**config.mk**
```make
export PLATFORM = sky130hd
export DESIGN_NAME = proportional_text_matrix_render
export DESIGN_NICKNAME = d
export VERILOG_FILES = /design/src/rtl/ptmr_pkg.sv /design/src/rtl/proportional_text_matrix_render.sv /design/src/rtl/ptmr_ctrl.sv /design/src/rtl/ptmr_datapath.sv
export SDC_FILE = /design/constraint.sdc
export NUM_CORES = 2
export LEC_CHECK = 0
export BUFFER_PORTS_ARGS = -buffer_cell sky130_fd_sc_hd__buf_2
export CORE_ASPECT_RATIO = 1.1
export CORE_MARGIN = 1
export CORE_UTILIZATION = 55
export DETAILED_ROUTE_END_ITERATION = 7
export PLACE_DENSITY = 0.73
export SETUP_SLACK_MARGIN = 0.5
export SLEW_MARGIN = 20
export SYNTH_ARGS = -nofsm -noshare
export SYNTH_HDL_FRONTEND = slang
export SYNTH_SLANG_ARGS = --single-unit
```
**constraint.sdc**
```tcl
create_clock -name clk -period 14.7 [get_ports clk]
set_clock_uncertainty 0.2 [all_clocks]
set_input_delay 0.735 -clock clk [delete_from_list [all_inputs] [get_ports clk]]
set_output_delay 0.735 -clock clk [all_outputs]
set_load 0.01 [all_outputs]
```
**src/rtl/ptmr_pkg.sv**
```systemverilog
package ptmr_pkg;

    localparam int GLYPH_WIDTH     = 8;
    localparam int DEF_MAX_DEVICES = 8;
    localparam int DEF_GLYPH_COUNT = 16;
    localparam int DEF_MAX_TEXT    = 16;
    localparam int DIGIT_GLYPH     = 8'h08;
    localparam int FIRST_OWN_GLYPH = 8'h0A;

    localparam logic [1:0] CFG_DEVICE_COUNT = 2'd0;
    localparam logic [1:0] CFG_SCAN_LINES   = 2'd1;
    localparam logic [1:0] CFG_ALIGNMENT    = 2'd2;

    localparam logic [1:0] ALIGN_CENTER = 2'd1;
    localparam logic [1:0] ALIGN_LEFT   = 2'd2;

    localparam logic OP_LOAD_ROW = 1'b0;
    localparam logic OP_ADD_CHAR = 1'b1;

    typedef struct packed {
        logic       operation;
        logic [3:0] glyph_index;
        logic [2:0] row_index;
        logic [7:0] row_bits;
        logic [7:0] char_code;
        logic       end_of_text;
    } in_item_t;

    typedef struct packed {
        logic [3:0] line_register;
        logic [7:0] column_byte;
        logic       frame_end;
        logic       display_end;
    } out_item_t;

    typedef enum logic [3:0] {
        S_IDLE,
        S_GL_RD,
        S_GL_WR,
        S_LAY_INIT,
        S_LAY_TXT,
        S_LAY_GLY,
        S_LAY_CALC,
        S_ALIGN,
        S_CLR,
        S_DR_TXT,
        S_DR_GLY,
        S_DR_COL,
        S_DR_WR,
        S_EM_RD,
        S_EM_OUT
    } state_t;

    typedef struct packed {
        logic in_take;
        logic gl_rd;
        logic gl_wr;
        logic lay_init;
        logic lay_txt_rd;
        logic lay_gly_rd;
        logic lay_step;
        logic align;
        logic clr_step;
        logic dr_txt_rd;
        logic dr_next;
        logic dr_gly_rd;
        logic dr_col_rd;
        logic dr_col_skip;
        logic dr_col_wr;
        logic em_init;
        logic em_rd;
        logic em_out;
        logic done;
    } cmd_t;

    typedef struct packed {
        logic in_op;
        logic in_eot;
        logic gl_ok;
        logic len_zero;
        logic d_one;
        logic clr_done;
        logic d_at_len;
        logic code_skip;
        logic col_done;
        logic at_in;
        logic out_free;
        logic last_m;
        logic last_i;
    } status_t;

endpackage

```
**src/rtl/proportional_text_matrix_render.sv**
```systemverilog
// proportional text renderer for a chain of 8x8 matrix drivers
// input channel (in_valid/in_stall/in_data): glyph row loads and text characters,
//   a beat is taken when in_valid is high and in_stall is low
// a glyph row load with an index inside the glyph store is accepted, then reads the glyph word and writes it back
// a text character is accepted on its own; the one marked end_of_text starts a render
// render: a setup step, per character a text read, glyph read and layout step,
//   an alignment step, a clearing pass of the frame store, then per character a
//   text read, a glyph step, a read and write per drawn column and a skip per column
//   dropped past the end, a step to close the walk, then a read and an output per word
// the render emits device_count * scan_lines beats on the output channel,
//   per scan line one word per device, last device first
// in_stall stays high for the whole render; the sequencer and its single-port
//   frame store set this order of steps
// output channel (out_valid/out_stall/out_data) is a registered stage; a stalled
//   beat holds and the sequencer waits for it before it loads the next word
// config port (cfg_write/cfg_index/cfg_data) writes a register
// reset: glyph store reads as zero, text is empty, registers go to 4 devices,
//   8 scan lines and right alignment
module proportional_text_matrix_render
    import ptmr_pkg::*;
#(
    parameter int MAX_DEVICES = DEF_MAX_DEVICES,
    parameter int GLYPH_COUNT = DEF_GLYPH_COUNT,
    parameter int MAX_TEXT    = DEF_MAX_TEXT
)
(
    input  logic       clk,
    input  logic       rst_n,
    input  logic       in_valid,
    output logic       in_stall,
    input  in_item_t   in_data,
    output logic       out_valid,
    input  logic       out_stall,
    output out_item_t  out_data,
    input  logic       cfg_write,
    input  logic [1:0] cfg_index,
    input  logic [3:0] cfg_data
);

    cmd_t    cmd;
    status_t status;

    // sequencer
    ptmr_ctrl u_ctrl (
        .clk      (clk),
        .rst_n    (rst_n),
        .in_valid (in_valid),
        .in_stall (in_stall),
        .status   (status),
        .cmd      (cmd)
    );

    // stores, counters and output stage
    ptmr_datapath #(
        .MAX_DEVICES (MAX_DEVICES),
        .GLYPH_COUNT (GLYPH_COUNT),
        .MAX_TEXT    (MAX_TEXT)
    ) u_datapath (
        .clk       (clk),
        .rst_n     (rst_n),
        .in_data   (in_data),
        .cfg_write (cfg_write),
        .cfg_index (cfg_index),
        .cfg_data  (cfg_data),
        .cmd       (cmd),
        .status    (status),
        .out_valid (out_valid),
        .out_stall (out_stall),
        .out_data  (out_data)
    );

    // a last character always starts a render
    a_render_starts: assert property (@(posedge clk) disable iff (!rst_n)
        in_valid && !in_stall && in_data.operation == OP_ADD_CHAR && in_data.end_of_text
        |=> in_stall)
        else $error("render did not start after last character");

    // a display end word is always a frame end word
    a_display_end: assert property (@(posedge clk) disable iff (!rst_n)
        out_valid && out_data.display_end |-> out_data.frame_end)
        else $error("display end without frame end");

    // scan line register is never zero
    a_line_nonzero: assert property (@(posedge clk) disable iff (!rst_n)
        out_valid |-> out_data.line_register != 4'd0)
        else $error("line register zero");

    // output words only come while a render holds the input side
    a_out_in_render: assert property (@(posedge clk) disable iff (!rst_n)
        $rose(out_valid) |-> $past(in_stall))
        else $error("output word outside render");

endmodule

```
**src/rtl/ptmr_ctrl.sv**
```systemverilog
module ptmr_ctrl
    import ptmr_pkg::*;
(
    input  logic    clk,
    input  logic    rst_n,
    input  logic    in_valid,
    output logic    in_stall,
    input  status_t status,
    output cmd_t    cmd
);

    state_t state_reg;
    state_t state_next;

    always_ff @(posedge clk or negedge rst_n)
    begin
        if (!rst_n)
        begin
            state_reg <= S_IDLE;
        end
        else
        begin
            state_reg <= state_next;
        end
    end

    assign in_stall = (state_reg != S_IDLE);

    always_comb
    begin
        cmd        = '0;
        state_next = state_reg;
        unique case (state_reg)
            S_IDLE:
            begin
                if (in_valid)
                begin
                    cmd.in_take = 1'b1;
                    if (status.in_op == OP_LOAD_ROW)
                    begin
                        if (status.gl_ok)
                        begin
                            state_next = S_GL_RD;
                        end
                    end
                    else if (status.in_eot)
                    begin
                        state_next = S_LAY_INIT;
                    end
                end
            end
            S_GL_RD:
            begin
                cmd.gl_rd  = 1'b1;
                state_next = S_GL_WR;
            end
            S_GL_WR:
            begin
                cmd.gl_wr  = 1'b1;
                state_next = S_IDLE;
            end
            S_LAY_INIT:
            begin
                cmd.lay_init = 1'b1;
                state_next   = status.len_zero ? S_ALIGN : S_LAY_TXT;
            end
            S_LAY_TXT:
            begin
                cmd.lay_txt_rd = 1'b1;
                state_next     = S_LAY_GLY;
            end
            S_LAY_GLY:
            begin
                cmd.lay_gly_rd = 1'b1;
                state_next     = S_LAY_CALC;
            end
            S_LAY_CALC:
            begin
                cmd.lay_step = 1'b1;
                state_next   = status.d_one ? S_ALIGN : S_LAY_TXT;
            end
            S_ALIGN:
            begin
                cmd.align  = 1'b1;
                state_next = S_CLR;
            end
            S_CLR:
            begin
                cmd.clr_step = 1'b1;
                if (status.clr_done)
                begin
                    state_next = S_DR_TXT;
                end
            end
            S_DR_TXT:
            begin
                if (status.d_at_len)
                begin
                    cmd.em_init = 1'b1;
                    state_next  = S_EM_RD;
                end
                else
                begin
                    cmd.dr_txt_rd = 1'b1;
                    state_next    = S_DR_GLY;
                end
            end
            S_DR_GLY:
            begin
                if (status.code_skip)
                begin
                    cmd.dr_next = 1'b1;
                    state_next  = S_DR_TXT;
                end
                else
                begin
                    cmd.dr_gly_rd = 1'b1;
                    state_next    = S_DR_COL;
                end
            end
            S_DR_COL:
            begin
                priority if (status.col_done)
                begin
                    cmd.dr_next = 1'b1;
                    state_next  = S_DR_TXT;
                end
                else if (status.at_in)
                begin
                    cmd.dr_col_rd = 1'b1;
                    state_next    = S_DR_WR;
                end
                else
                begin
                    cmd.dr_col_skip = 1'b1;
                end
            end
            S_DR_WR:
            begin
                cmd.dr_col_wr = 1'b1;
                state_next    = S_DR_COL;
            end
            S_EM_RD:
            begin
                cmd.em_rd  = 1'b1;
                state_next = S_EM_OUT;
            end
            S_EM_OUT:
            begin
                if (status.out_free)
                begin
                    cmd.em_out = 1'b1;
                    if (status.last_m && status.last_i)
                    begin
                        cmd.done   = 1'b1;
                        state_next = S_IDLE;
                    end
                    else
                    begin
                        state_next = S_EM_RD;
                    end
                end
            end
            default:
            begin
                state_next = S_IDLE;
            end
        endcase
    end

endmodule

```
**src/rtl/ptmr_datapath.sv**
```systemverilog
module ptmr_datapath
    import ptmr_pkg::*;
#(
    parameter int MAX_DEVICES = DEF_MAX_DEVICES,
    parameter int GLYPH_COUNT = DEF_GLYPH_COUNT,
    parameter int MAX_TEXT    = DEF_MAX_TEXT
)
(
    input  logic      clk,
    input  logic      rst_n,
    input  in_item_t  in_data,
    input  logic      cfg_write,
    input  logic [1:0] cfg_index,
    input  logic [3:0] cfg_data,
    input  cmd_t      cmd,
    output status_t   status,
    output logic      out_valid,
    input  logic      out_stall,
    output out_item_t out_data
);

    localparam int GIDX_W     = $clog2(GLYPH_COUNT);
    localparam int TIDX_W     = (MAX_TEXT > 1) ? $clog2(MAX_TEXT) : 1;
    localparam int LEN_W      = $clog2(MAX_TEXT + 1);
    localparam int FRAME_SIZE = MAX_DEVICES * 8;
    localparam int FIDX_W     = $clog2(FRAME_SIZE);
    localparam int DEV_W      = $clog2(MAX_DEVICES + 1);
    localparam int GWORD_W    = GLYPH_WIDTH * 8;
    localparam int LAY_W      = 15;

    // configuration
    logic [3:0] dev_cfg_reg;
    logic [3:0] scan_cfg_reg;
    logic [1:0] align_reg;

    logic [DEV_W-1:0] dev_eff;
    logic [3:0]       scan_eff;
    logic [6:0]       total;

    // glyph store
    logic [GWORD_W-1:0]     glyph_mem [GLYPH_COUNT];
    logic [GLYPH_COUNT-1:0] glyph_valid_reg;
    logic [GWORD_W-1:0]     glyph_rd_reg;
    logic [GWORD_W-1:0]     glyph_new;
    logic [GIDX_W-1:0]      glyph_addr;
    logic                   glyph_rd_en;
    logic [GIDX_W-1:0]      ld_glyph_reg;
    logic [2:0]             ld_row_reg;
    logic [7:0]             ld_bits_reg;

    // text and layout stores
    logic [7:0]       text_mem [MAX_TEXT];
    logic [7:0]       text_rd_reg;
    logic [LAY_W-1:0] lay_mem [MAX_TEXT];
    logic [LAY_W-1:0] lay_rd_reg;
    logic [TIDX_W-1:0] text_addr;
    logic [LEN_W-1:0] len_reg;
    logic [LEN_W-1:0] d_reg;
    logic [LEN_W-1:0] d_dec;
    logic [7:0]       mapped;

    // limits
    logic [7:0] lit;
    logic [2:0] lim_first;
    logic [2:0] lim_last;
    logic [3:0] lim_width;

    logic [7:0] pos_reg;
    logic [7:0] off_reg;
    logic [7:0] span;

    // frame store
    logic [7:0]        frame_mem [FRAME_SIZE];
    logic [7:0]        frame_rd_reg;
    logic [FIDX_W-1:0] frame_rd_addr;
    logic [FIDX_W-1:0] clr_cnt_reg;

    // draw
    logic [7:0] lay_place;
    logic [2:0] lay_first;
    logic [3:0] lay_width;
    logic [3:0] l_reg;
    logic [7:0] base;
    logic [8:0] at;
    logic [2:0] col;
    logic [7:0] col_byte;

    // emit
    logic [2:0]       i_reg;
    logic [DEV_W-1:0] m_reg;
    logic [6:0]       em_addr;
    logic             out_valid_reg;
    out_item_t        out_data_reg;
    logic             out_free;

    assign dev_eff  = (dev_cfg_reg == 4'd0 || dev_cfg_reg > MAX_DEVICES)
                      ? DEV_W'(MAX_DEVICES) : dev_cfg_reg[DEV_W-1:0];
    assign scan_eff = (scan_cfg_reg[2:0] == 3'd0) ? 4'd8 : {1'b0, scan_cfg_reg[2:0]};
    assign total    = 7'(dev_eff) * 7'(scan_eff);

    // row j bit k lands in column 7-k bit 7-j
    always_comb
    begin
        glyph_new = glyph_rd_reg;
        for (int c = 0; c < 8; c++)
        begin
            glyph_new[c * 8 + 7 - int'(ld_row_reg)] = ld_bits_reg[7 - c];
        end
    end

    always_comb
    begin
        lim_first = 3'd0;
        lim_last  = 3'd0;
        for (int c = 0; c < 8; c++)
        begin
            lit[c] = |glyph_rd_reg[c * 8 +: 8];
        end
        for (int c = 7; c >= 0; c--)
        begin
            if (lit[c])
            begin
                lim_first = 3'(c);
            end
        end
        for (int c = 0; c < 8; c++)
        begin
            if (lit[c])
            begin
                lim_last = 3'(c);
            end
        end
        lim_width = (|lit) ? ({1'b0, lim_last} - {1'b0, lim_first} + 4'd1) : 4'd0;
    end

    // codes outside the own-glyph range share the digit limits
    assign mapped = ({1'b0, text_rd_reg} >= GLYPH_COUNT || text_rd_reg < FIRST_OWN_GLYPH)
                    ? 8'(DIGIT_GLYPH) : text_rd_reg;

    always_comb
    begin
        priority if (cmd.gl_rd)
        begin
            glyph_addr = ld_glyph_reg;
        end
        else if (cmd.lay_gly_rd)
        begin
            glyph_addr = mapped[GIDX_W-1:0];
        end
        else
        begin
            glyph_addr = text_rd_reg[GIDX_W-1:0];
        end
    end
    assign glyph_rd_en = cmd.gl_rd | cmd.lay_gly_rd | cmd.dr_gly_rd;

    assign d_dec     = d_reg - LEN_W'(1);
    assign text_addr = cmd.lay_txt_rd ? d_dec[TIDX_W-1:0] : d_reg[TIDX_W-1:0];

    assign span = 8'(total) - pos_reg + 8'd1;

    assign lay_place = lay_rd_reg[14:7];
    assign lay_first = lay_rd_reg[6:4];
    assign lay_width = lay_rd_reg[3:0];
    assign base      = lay_place + off_reg;
    assign at        = {1'b0, base} + 9'(l_reg);
    assign col       = lay_first + l_reg[2:0];
    assign col_byte  = glyph_rd_reg[{col, 3'b000} +: 8];

    assign em_addr       = 7'(m_reg - DEV_W'(1)) * 7'(scan_eff) + 7'(i_reg);
    assign frame_rd_addr = cmd.dr_col_rd ? at[FIDX_W-1:0] : em_addr[FIDX_W-1:0];

    assign out_free  = !out_valid_reg || !out_stall;
    assign out_valid = out_valid_reg;
    assign out_data  = out_data_reg;

    always_comb
    begin
        status.in_op     = in_data.operation;
        status.in_eot    = in_data.end_of_text;
        status.gl_ok     = in_data.glyph_index < GLYPH_COUNT;
        status.len_zero  = (len_reg == '0);
        status.d_one     = (d_reg == LEN_W'(1));
        status.clr_done  = (clr_cnt_reg == FIDX_W'(FRAME_SIZE - 1));
        status.d_at_len  = (d_reg == len_reg);
        status.code_skip = ({1'b0, text_rd_reg} >= GLYPH_COUNT) || (lay_width == 4'd0);
        status.col_done  = (l_reg == lay_width);
        status.at_in     = (at < 9'(total));
        status.out_free  = out_free;
        status.last_m    = (m_reg == DEV_W'(1));
        status.last_i    = ({1'b0, i_reg} == scan_eff - 4'd1);
    end

    // memories
    always_ff @(posedge clk)
    begin
        if (cmd.gl_wr)
        begin
            glyph_mem[ld_glyph_reg] <= glyph_new;
        end
        if (glyph_rd_en)
        begin
            glyph_rd_reg <= glyph_valid_reg[glyph_addr] ? glyph_mem[glyph_addr] : '0;
        end
    end

    always_ff @(posedge clk)
    begin
        if (cmd.in_take && in_data.operation == OP_ADD_CHAR && len_reg < MAX_TEXT)
        begin
            text_mem[len_reg[TIDX_W-1:0]] <= in_data.char_code;
        end
        if (cmd.lay_txt_rd || cmd.dr_txt_rd)
        begin
            text_rd_reg <= text_mem[text_addr];
        end
    end

    always_ff @(posedge clk)
    begin
        if (cmd.lay_step)
        begin
            lay_mem[d_dec[TIDX_W-1:0]] <= {pos_reg, lim_first, lim_width};
        end
        if (cmd.dr_txt_rd)
        begin
            lay_rd_reg <= lay_mem[d_reg[TIDX_W-1:0]];
        end
    end

    always_ff @(posedge clk)
    begin
        if (cmd.clr_step)
        begin
            frame_mem[clr_cnt_reg] <= 8'd0;
        end
        else if (cmd.dr_col_wr)
        begin
            frame_mem[at[FIDX_W-1:0]] <= frame_rd_reg | col_byte;
        end
        if (cmd.dr_col_rd || cmd.em_rd)
        begin
            frame_rd_reg <= frame_mem[frame_rd_addr];
        end
    end

    // load latches and output payload
    always_ff @(posedge clk)
    begin
        if (cmd.in_take)
        begin
            ld_glyph_reg <= GIDX_W'(in_data.glyph_index);
            ld_row_reg   <= in_data.row_index;
            ld_bits_reg  <= in_data.row_bits;
        end
        if (cmd.em_out)
        begin
            out_data_reg.line_register <= {1'b0, i_reg} + 4'd1;
            out_data_reg.column_byte   <= frame_rd_reg;
            out_data_reg.frame_end     <= status.last_m;
            out_data_reg.display_end   <= status.last_m && status.last_i;
        end
    end

    // control state
    always_ff @(posedge clk or negedge rst_n)
    begin
        if (!rst_n)
        begin
            dev_cfg_reg     <= 4'd4;
            scan_cfg_reg    <= 4'd8;
            align_reg       <= 2'd0;
            glyph_valid_reg <= '0;
            len_reg         <= '0;
            d_reg           <= '0;
            pos_reg         <= 8'd0;
            off_reg         <= 8'd0;
            clr_cnt_reg     <= '0;
            l_reg           <= 4'd0;
            i_reg           <= 3'd0;
            m_reg           <= '0;
            out_valid_reg   <= 1'b0;
        end
        else
        begin
            if (cfg_write)
            begin
                unique case (cfg_index)
                    CFG_DEVICE_COUNT: dev_cfg_reg  <= cfg_data;
                    CFG_SCAN_LINES:   scan_cfg_reg <= cfg_data;
                    CFG_ALIGNMENT:    align_reg    <= cfg_data[1:0];
                    default:          ;
                endcase
            end
            if (cmd.gl_wr)
            begin
                glyph_valid_reg[ld_glyph_reg] <= 1'b1;
            end
            if (cmd.in_take && in_data.operation == OP_ADD_CHAR && len_reg < MAX_TEXT)
            begin
                len_reg <= len_reg + LEN_W'(1);
            end
            if (cmd.lay_init)
            begin
                d_reg   <= len_reg;
                pos_reg <= 8'd0;
            end
            if (cmd.lay_step)
            begin
                pos_reg <= pos_reg + 8'(lim_width) + 8'd1;
                d_reg   <= d_dec;
            end
            if (cmd.align)
            begin
                d_reg       <= '0;
                clr_cnt_reg <= '0;
                if (pos_reg < 8'(total) && align_reg == ALIGN_CENTER)
                begin
                    off_reg <= {1'b0, span[7:1]};
                end
                else if (pos_reg < 8'(total) && align_reg == ALIGN_LEFT)
                begin
                    off_reg <= span;
                end
                else
                begin
                    off_reg <= 8'd0;
                end
            end
            if (cmd.clr_step)
            begin
                clr_cnt_reg <= clr_cnt_reg + FIDX_W'(1);
            end
            if (cmd.dr_next)
            begin
                d_reg <= d_reg + LEN_W'(1);
            end
            if (cmd.dr_gly_rd)
            begin
                l_reg <= 4'd0;
            end
            if (cmd.dr_col_skip || cmd.dr_col_wr)
            begin
                l_reg <= l_reg + 4'd1;
            end
            if (cmd.em_init)
            begin
                i_reg <= 3'd0;
                m_reg <= dev_eff;
            end
            if (cmd.em_out)
            begin
                if (status.last_m)
                begin
                    m_reg <= dev_eff;
                    i_reg <= i_reg + 3'd1;
                end
                else
                begin
                    m_reg <= m_reg - DEV_W'(1);
                end
            end
            if (cmd.done)
            begin
                len_reg <= '0;
            end
            if (cmd.em_out)
            begin
                out_valid_reg <= 1'b1;
            end
            else if (!out_stall)
            begin
                out_valid_reg <= 1'b0;
            end
        end
    end

endmodule
```
* Word-level counts from Yosys, hierarchy flattened *
Memory sizes are Yosys's and may differ from the RTL's. A register that Yosys moved wholly into a read port is not among the register bits.
Index checks and enable logic that the tools add are counted.

word-level totals
  bits in writable memories = 1904
  logic and storage cells = 294
  flip-flop bits (word level) = 102
  output and inout port bits = 16
  input bits = 36
  memories kept = 4

cells by class
  reduce and logical (&&, ||, !) cells = 51
  add/sub/neg operators = 28
  bitwise gates (word level) = 4
  muxes and demuxes = 128
  $mul = 2
  eq/ne operators = 30
  order comparisons = 25
  shifts and indexed selects = 1

memory list
  name                  depth  width  rd ports  clocked after Yosys merged registers in  wr ports  line                 source
  u_datapath.glyph_mem  16     64     1         1                                        1         ptmr_datapath.sv:41  logic [GWORD_W-1:0] glyph_mem [GLYPH_COUNT];
  u_datapath.frame_mem  64     8      1         1                                        1         ptmr_datapath.sv:73  logic [7:0] frame_mem [FRAME_SIZE];
  u_datapath.lay_mem    16     15     1         1                                        1         ptmr_datapath.sv:54  logic [LAY_W-1:0] lay_mem [MAX_TEXT];
  u_datapath.text_mem   16     8      1         1                                        1         ptmr_datapath.sv:52  logic [7:0] text_mem [MAX_TEXT];

operators with widths
  operator                                                             number
  bitwise mux 64 bit                                                   8
  greater-or-equal comparator 32 x 1 -> 1 bit (second input constant)  8
  < comparator 32 x 8 -> 1 bit (second input constant)                 8
  two-way mux 4 bit                                                    20
  OR reduction 8 bit                                                   9
  OR reduction 64 bit                                                  1
  variable part select 64 x 7 -> 8 bit                                 1
  case mux 4 bit (14 select lines)                                     1
  demux 1 bit (select 6 bit)                                           8
  two-way mux 1 bit                                                    48
  two-way mux 3 bit                                                    16
  two-way mux 8 bit                                                    5
  two-way mux 5 bit                                                    6
  == test 4 bit (second input constant)                                7
  subtractor 6 x 3 -> 7 bit (first input constant)                     4
  two-way mux 6 bit                                                    4
  two-way mux 2 bit                                                    9
  adder 8 x 1 -> 8 bit (second input constant)                         2
  == test 4 x 3 -> 1 bit (second input constant)                       4
  bitwise OR 16 bit                                                    1
  logical AND 1 bit                                                    14
  zero test 4 bit                                                      3
  subtractor 5 x 3 -> 6 bit (first input constant)                     2
  adder 5 x 1 -> 5 bit (second input constant)                         2
  other kinds (52)                                                     78

* Longest topological paths before layout *
  depth after elaboration = 15
  depth in mapped cells = 29
  mapped depth without buffers = 22

* Cells and area by module *
A second synthesis with hierarchy kept.

unflattened totals
  cells, all modules = 5427
  area total of the unflattened synthesis = 87515.2 µm²

modules (own cells, without submodules)
  module         seq. area each (µm²)  area an instance (µm²)  instances  cells each
  ptmr_datapath  62626.3               86948.4                 1          5346
  ptmr_ctrl      100.1                 566.8                   1          81

* Least setup slack after synthesis *
No wires, ideal clock.

  path type = flip-flop to flip-flop
  from = register u_ctrl.state_reg[3]
  to = register u_datapath.glyph_valid_reg[0]
  cell stages (with the launch flop) = 8
  data arrival time = 6.225 ns
  required time = 14.408 ns
  path slack = 8.183 ns
  period minus slack after synthesis = 6.517 ns
  library setup time = 0.092 ns
  buffers on the path = 2
  cells stage by stage = dfrtp_1 clkbuf_1 clkbuf_1 nor2_1 nand2_1 or3_1 nor3_1 or2_2

on the way
  word-level cells in the longest chain between the ends = 2

RTL lines
  item                             line                  source
  from (decl)                      ptmr_ctrl.sv:12       state_t state_reg;
  from (signal assigned)           ptmr_ctrl.sv:23       state_reg <= state_next;
  == test 4 x 2 -> 1 bit           ptmr_ctrl.sv:33       unique case (state_reg)
  two-way mux 1 bit                ptmr_ctrl.sv:33
  to (signal assigned)             ptmr_datapath.sv:273  glyph_valid_reg <= '0;
  to (signal, indexed assignment)  ptmr_datapath.sv:297  glyph_valid_reg[ld_glyph_reg] <= 1'b1;
  to (decl)                        ptmr_datapath.sv:42   logic [GLYPH_COUNT-1:0] glyph_valid_reg;

No other way between the ends.
A chain may end at the register's enable or synchronous reset.

* Worst setup path in the final report *
  from = register u_datapath.scan_cfg_reg[0]
  to = register u_datapath.frame_rd_reg[2] (read register of u_datapath.frame_mem) (data pin)

on the way
  word-level cells in the longest chain between the ends = 8
  elaborated cells on any way between the ends = 11
  classes of those cells = add/sub: 1; mul: 2; order compare: 1; mux: 5; reduce/logical: 2

RTL lines
  item                                                          line                                        source
  from (decl)                                                   ptmr_datapath.sv:33                         logic [3:0] scan_cfg_reg;
  from (signal assigned)                                        ptmr_datapath.sv:290                        CFG_SCAN_LINES: scan_cfg_reg <= cfg_data;
  zero test 3 bit                                               ptmr_datapath.sv:98                         assign scan_eff = (scan_cfg_reg[2:0] == 3'd0) ? 4'd8 : {1'b0, scan_cfg_reg[2:0]};
  two-way mux 4 bit (*)                                         ptmr_datapath.sv:98
  multiplier 4 x 4 -> 7 bit                                     ptmr_datapath.sv:99                         assign total = 7'(dev_eff) * 7'(scan_eff);
  < comparator 9 x 7 -> 1 bit                                   ptmr_datapath.sv:188                        status.at_in = (at < 9'(total));
  two-way mux 1 bit                                             ptmr_ctrl.sv:128                            else if (status.at_in)
  two-way mux 2 bit                                             ptmr_ctrl.sv:123                            priority if (status.col_done)
  two-way mux 2 bit                                             ptmr_ctrl.sv:33
  two-way mux 6 bit / logical OR 1 bit (equally long branches)  ptmr_datapath.sv:171, ptmr_datapath.sv:241
  to (decl)                                                     ptmr_datapath.sv:74                         logic [7:0] frame_rd_reg;

Every way passes the cells marked *; elsewhere a longest branch is shown, timed or not.

==> reports/results.ini <==
[status]
status = completed

[global_routing]
met1_usage_pct = 34.7
grt_pass1_wl_microns = 308000
grt_start_max_net_pins = 213
grt-busiest-layer = met2
grt_use_total_pct = 26.2
grt-ovfl-total = 0
antenna_found_initial = 2
grt.met3_usage_pct = 4.19
grt_util_met2_pct = 43.7
grt_pass1_vias = 48800

[worst_setup_path]
arrival_ps = 8190
path_class = flop to flop
worstPathMaxFanout = 64
critPathLaunchType = flop
worstPathRequired_ps = 15100
end_kind = flop

[floorplanning]
dieHeight_microns = 417
die_area_sq_um = 158000
core_area_sq_um = 156000
rows = 152
io_pins = 52
start_util_pct = 55.3
die_w_microns = 379

[yosys]
ys_async_sr_fraction_pct = 3.47
synth_ff_type = edfxtp_1
synth_area_per_cell_sq_um = 15.8
synth_fp_nets = 5582
synth_compound_area_share_pct = 8.91
synth_top_area_share_pct = 70.6
synth-xor-area-share_pct = 0.650
ys_ff_latch = 2101
synth_mux_area_share_pct = 6.84
yosys.area_share.simple_pct = 7.27
synth_top_family_by_area = compound AO/OA/AOI/OAI gates
netlist_instances = 5447
synth_cell_types = 78
yosysWarnings = 0
synth.cell_area_sq_um = 86200
synth.area.top_cells = edfxtp_1, mux4_2, a211oi_1
yosys.area_share.adder_pct = 1.59
ys_seq_area_share_pct = 72.8
yosysTopAreaCell = edfxtp_1
synth_edf_count = 2028

[cells_and_area]
drive_gt1_share_pct = 13.6
final_common_cell = edfxtp_1
layout_common_cells = edfxtp_1, nand2_1, a211oi_1
top_register = u_datapath.glyph_mem
areaGrowthSynthToFinish_pct = 10.6
fin_cells = 7732
nNetsFinal = 5639
largest_reg_flops = 1024
n_fill_cell = 10900
num_antenna_cells = 0

[flow_run]
drv_cap = 0

[timing]
report.final.slew_viol_count = 0
min_period_over_period_pct = 53.0
max_freq_ghz = 0.128
worst_slew_pin_slew_ps = 1180
fin_crit_ps = 7790
setup_viol = 0
setup_tns_ps = 0
relSlewSlack_pct = 21.5
grt_setup_unrepaired = no
final_hold_viol_count = 0
whs_ps = 71.5

[worst_hold_path]
hp-class = primary input to asynchronous set/reset pin

[detailed_routing]
routedWlPerCell_microns = 26.6
drc = 0
drt_iter0_markers = 5568
via_per_inst = 6.39
wl_microns = 206000
vias = 49400
drt-pass1-iter-count = 6
ant_nets = 0

[power]
powerDensity_nw_per_um2 = 205
max-vdd-ir-drop_v = 0.000299
p_leak_uw = 0.0311

[placed_design]
globalplace.congestion = 0.902
io_buffers = 51
dp_cells = 7363
hpwl_microns = 115000

[clocking]
htreeDepth = 4
cts_buffers = 198
cts_tree = built
clk_pin_slew_ps = 60
insertion_delay_ps = 870
cts_sinks = 2101
root_buffer = clkbuf_16
cts_setup_buffers = 0
cts_max_path_buffers = 3

## critical path, stage by stage, from the launching register on
cell	delay (ps)
dfrtp_1	470
inv_2	90
ha_1	230
nor2b_1	190
or3_1	400
fa_1	550
inv_1	50
fa_1	480
fa_1	530
inv_1	80
ha_1	330
a21o_1	160
a21oi_1	140
o211ai_1	100
a21o_1	220
o31ai_2	330
and4_2	260
buf_4	540
mux2_4	890
mux4_2	450
a22oi_1	360
and4_1	300
nand4_1	100
## logic make-up after synthesis
logic type                 after synthesis
AOI/OAI and AO/OA                     1072
xor gates and xnor gates                64
adders and majority gates               99
buffers and inverters                  421
DFF                                   2101
muxes                                  334
and+or+nand+nor                       1356
## synthesized netlist by cell type, drive strengths merged, types with 4 or more instances
| cell | count |
|---|---|
| edfxtp | 2028 |
| nand2 | 679 |
| a211oi | 444 |
| and2 | 268 |
| clkbuf | 262 |
| nor2 | 209 |
| mux4 | 195 |
| a31oi | 155 |
| a311oi | 130 |
| a21oi | 113 |
| inv | 97 |
| mux2 | 83 |
| ha | 82 |
| dfrtp | 72 |
| buf | 62 |
| o21ai | 59 |
| mux2i | 56 |
| a22oi | 35 |
| xnor2 | 35 |
| o22ai | 34 |
| nor3 | 30 |
| nand3 | 29 |
| xor2 | 29 |
| nor2b | 25 |
| or2 | 21 |
| nand2b | 18 |
| fa | 17 |
| a21o | 16 |
| nand4 | 15 |
| nor4 | 15 |
| o221ai | 14 |
| o211ai | 12 |
| a2111oi | 9 |
| and3 | 9 |
| and4 | 9 |
| o21a | 9 |
| a222oi | 8 |
| o32a | 8 |
| or4 | 7 |
| a22o | 6 |
| nand3b | 6 |
| nor3b | 6 |
| o21bai | 5 |
| or3 | 4 |
## timing repair
action                                 CTS  global route
hold buffers                            20             0
endpoints found under the hold margin   37             0
resized for setup                        0             0
## power breakdown
group	leakage [uW]	total [uW]	internal [uW]	switching (uW)
sequential	0.0194	7540	7270	276
clock	0.00295	4890	2690	2190
combinational	0.00873	7090	2440	4650
## final cells by class
class	count	area, sq um	area share, %
Clock buffer	262	5250	5.51
Clock inverter	87	896	0.940
Inverter	97	364	0.382
Multi-Input combinational cell	2925	22100	23.2
Sequential cell	2101	62700	65.8
Tap cell	2079	2600	2.73
Timing Repair Buffer	181	1350	1.42
## per-stage QoR
| step | setup WS (ps) | instance area, sq um | total power, uW | utilization, % |
|---|---|---|---|---|
| 2_1_floorplan | 8180 | 86200 | 12600 | - |
| 3_3_place_gp | 7060 | 88900 | 14500 | 57.1 |
| 3_5_place_dp | 6980 | 89000 | 14700 | 57.1 |
| 4_1_cts | 6970 | 95300 | 19500 | 61.2 |
| 5_1_grt | 6600 | 95300 | 20400 | 61.2 |
| 6_report | 6910 | 95300 | 19500 | 61.2 |
## metal layers
metal	up-vias	share of wire, %
li1	21500	-
met1	25100	38
met2	2416	50
met3	465	8.2
met4	2	3.9
met5	-	0.0058
## worst paths after layout
check | end | slack, ps | startpoint | cells after the start
setup / recovery | u_datapath.frame_rd_reg[2] | 6910 | u_datapath.scan_cfg_reg[0] | 22
hold / removal | u_datapath.align_reg[1] | 70 | rst_n | 2
setup reg to reg | u_datapath.frame_rd_reg[2] | 6910 | u_datapath.scan_cfg_reg[0] | 22
hold reg to reg | u_datapath.glyph_valid_reg[10] | 270 | u_datapath.glyph_valid_reg[10] | 1
max in group asynchronous | u_datapath.d_reg[0] | 13080 | rst_n | 3
min in group clk | u_datapath.text_mem[7][2] | 80 | in_data[3] | 1
Power figures use the tool's default switching activity.
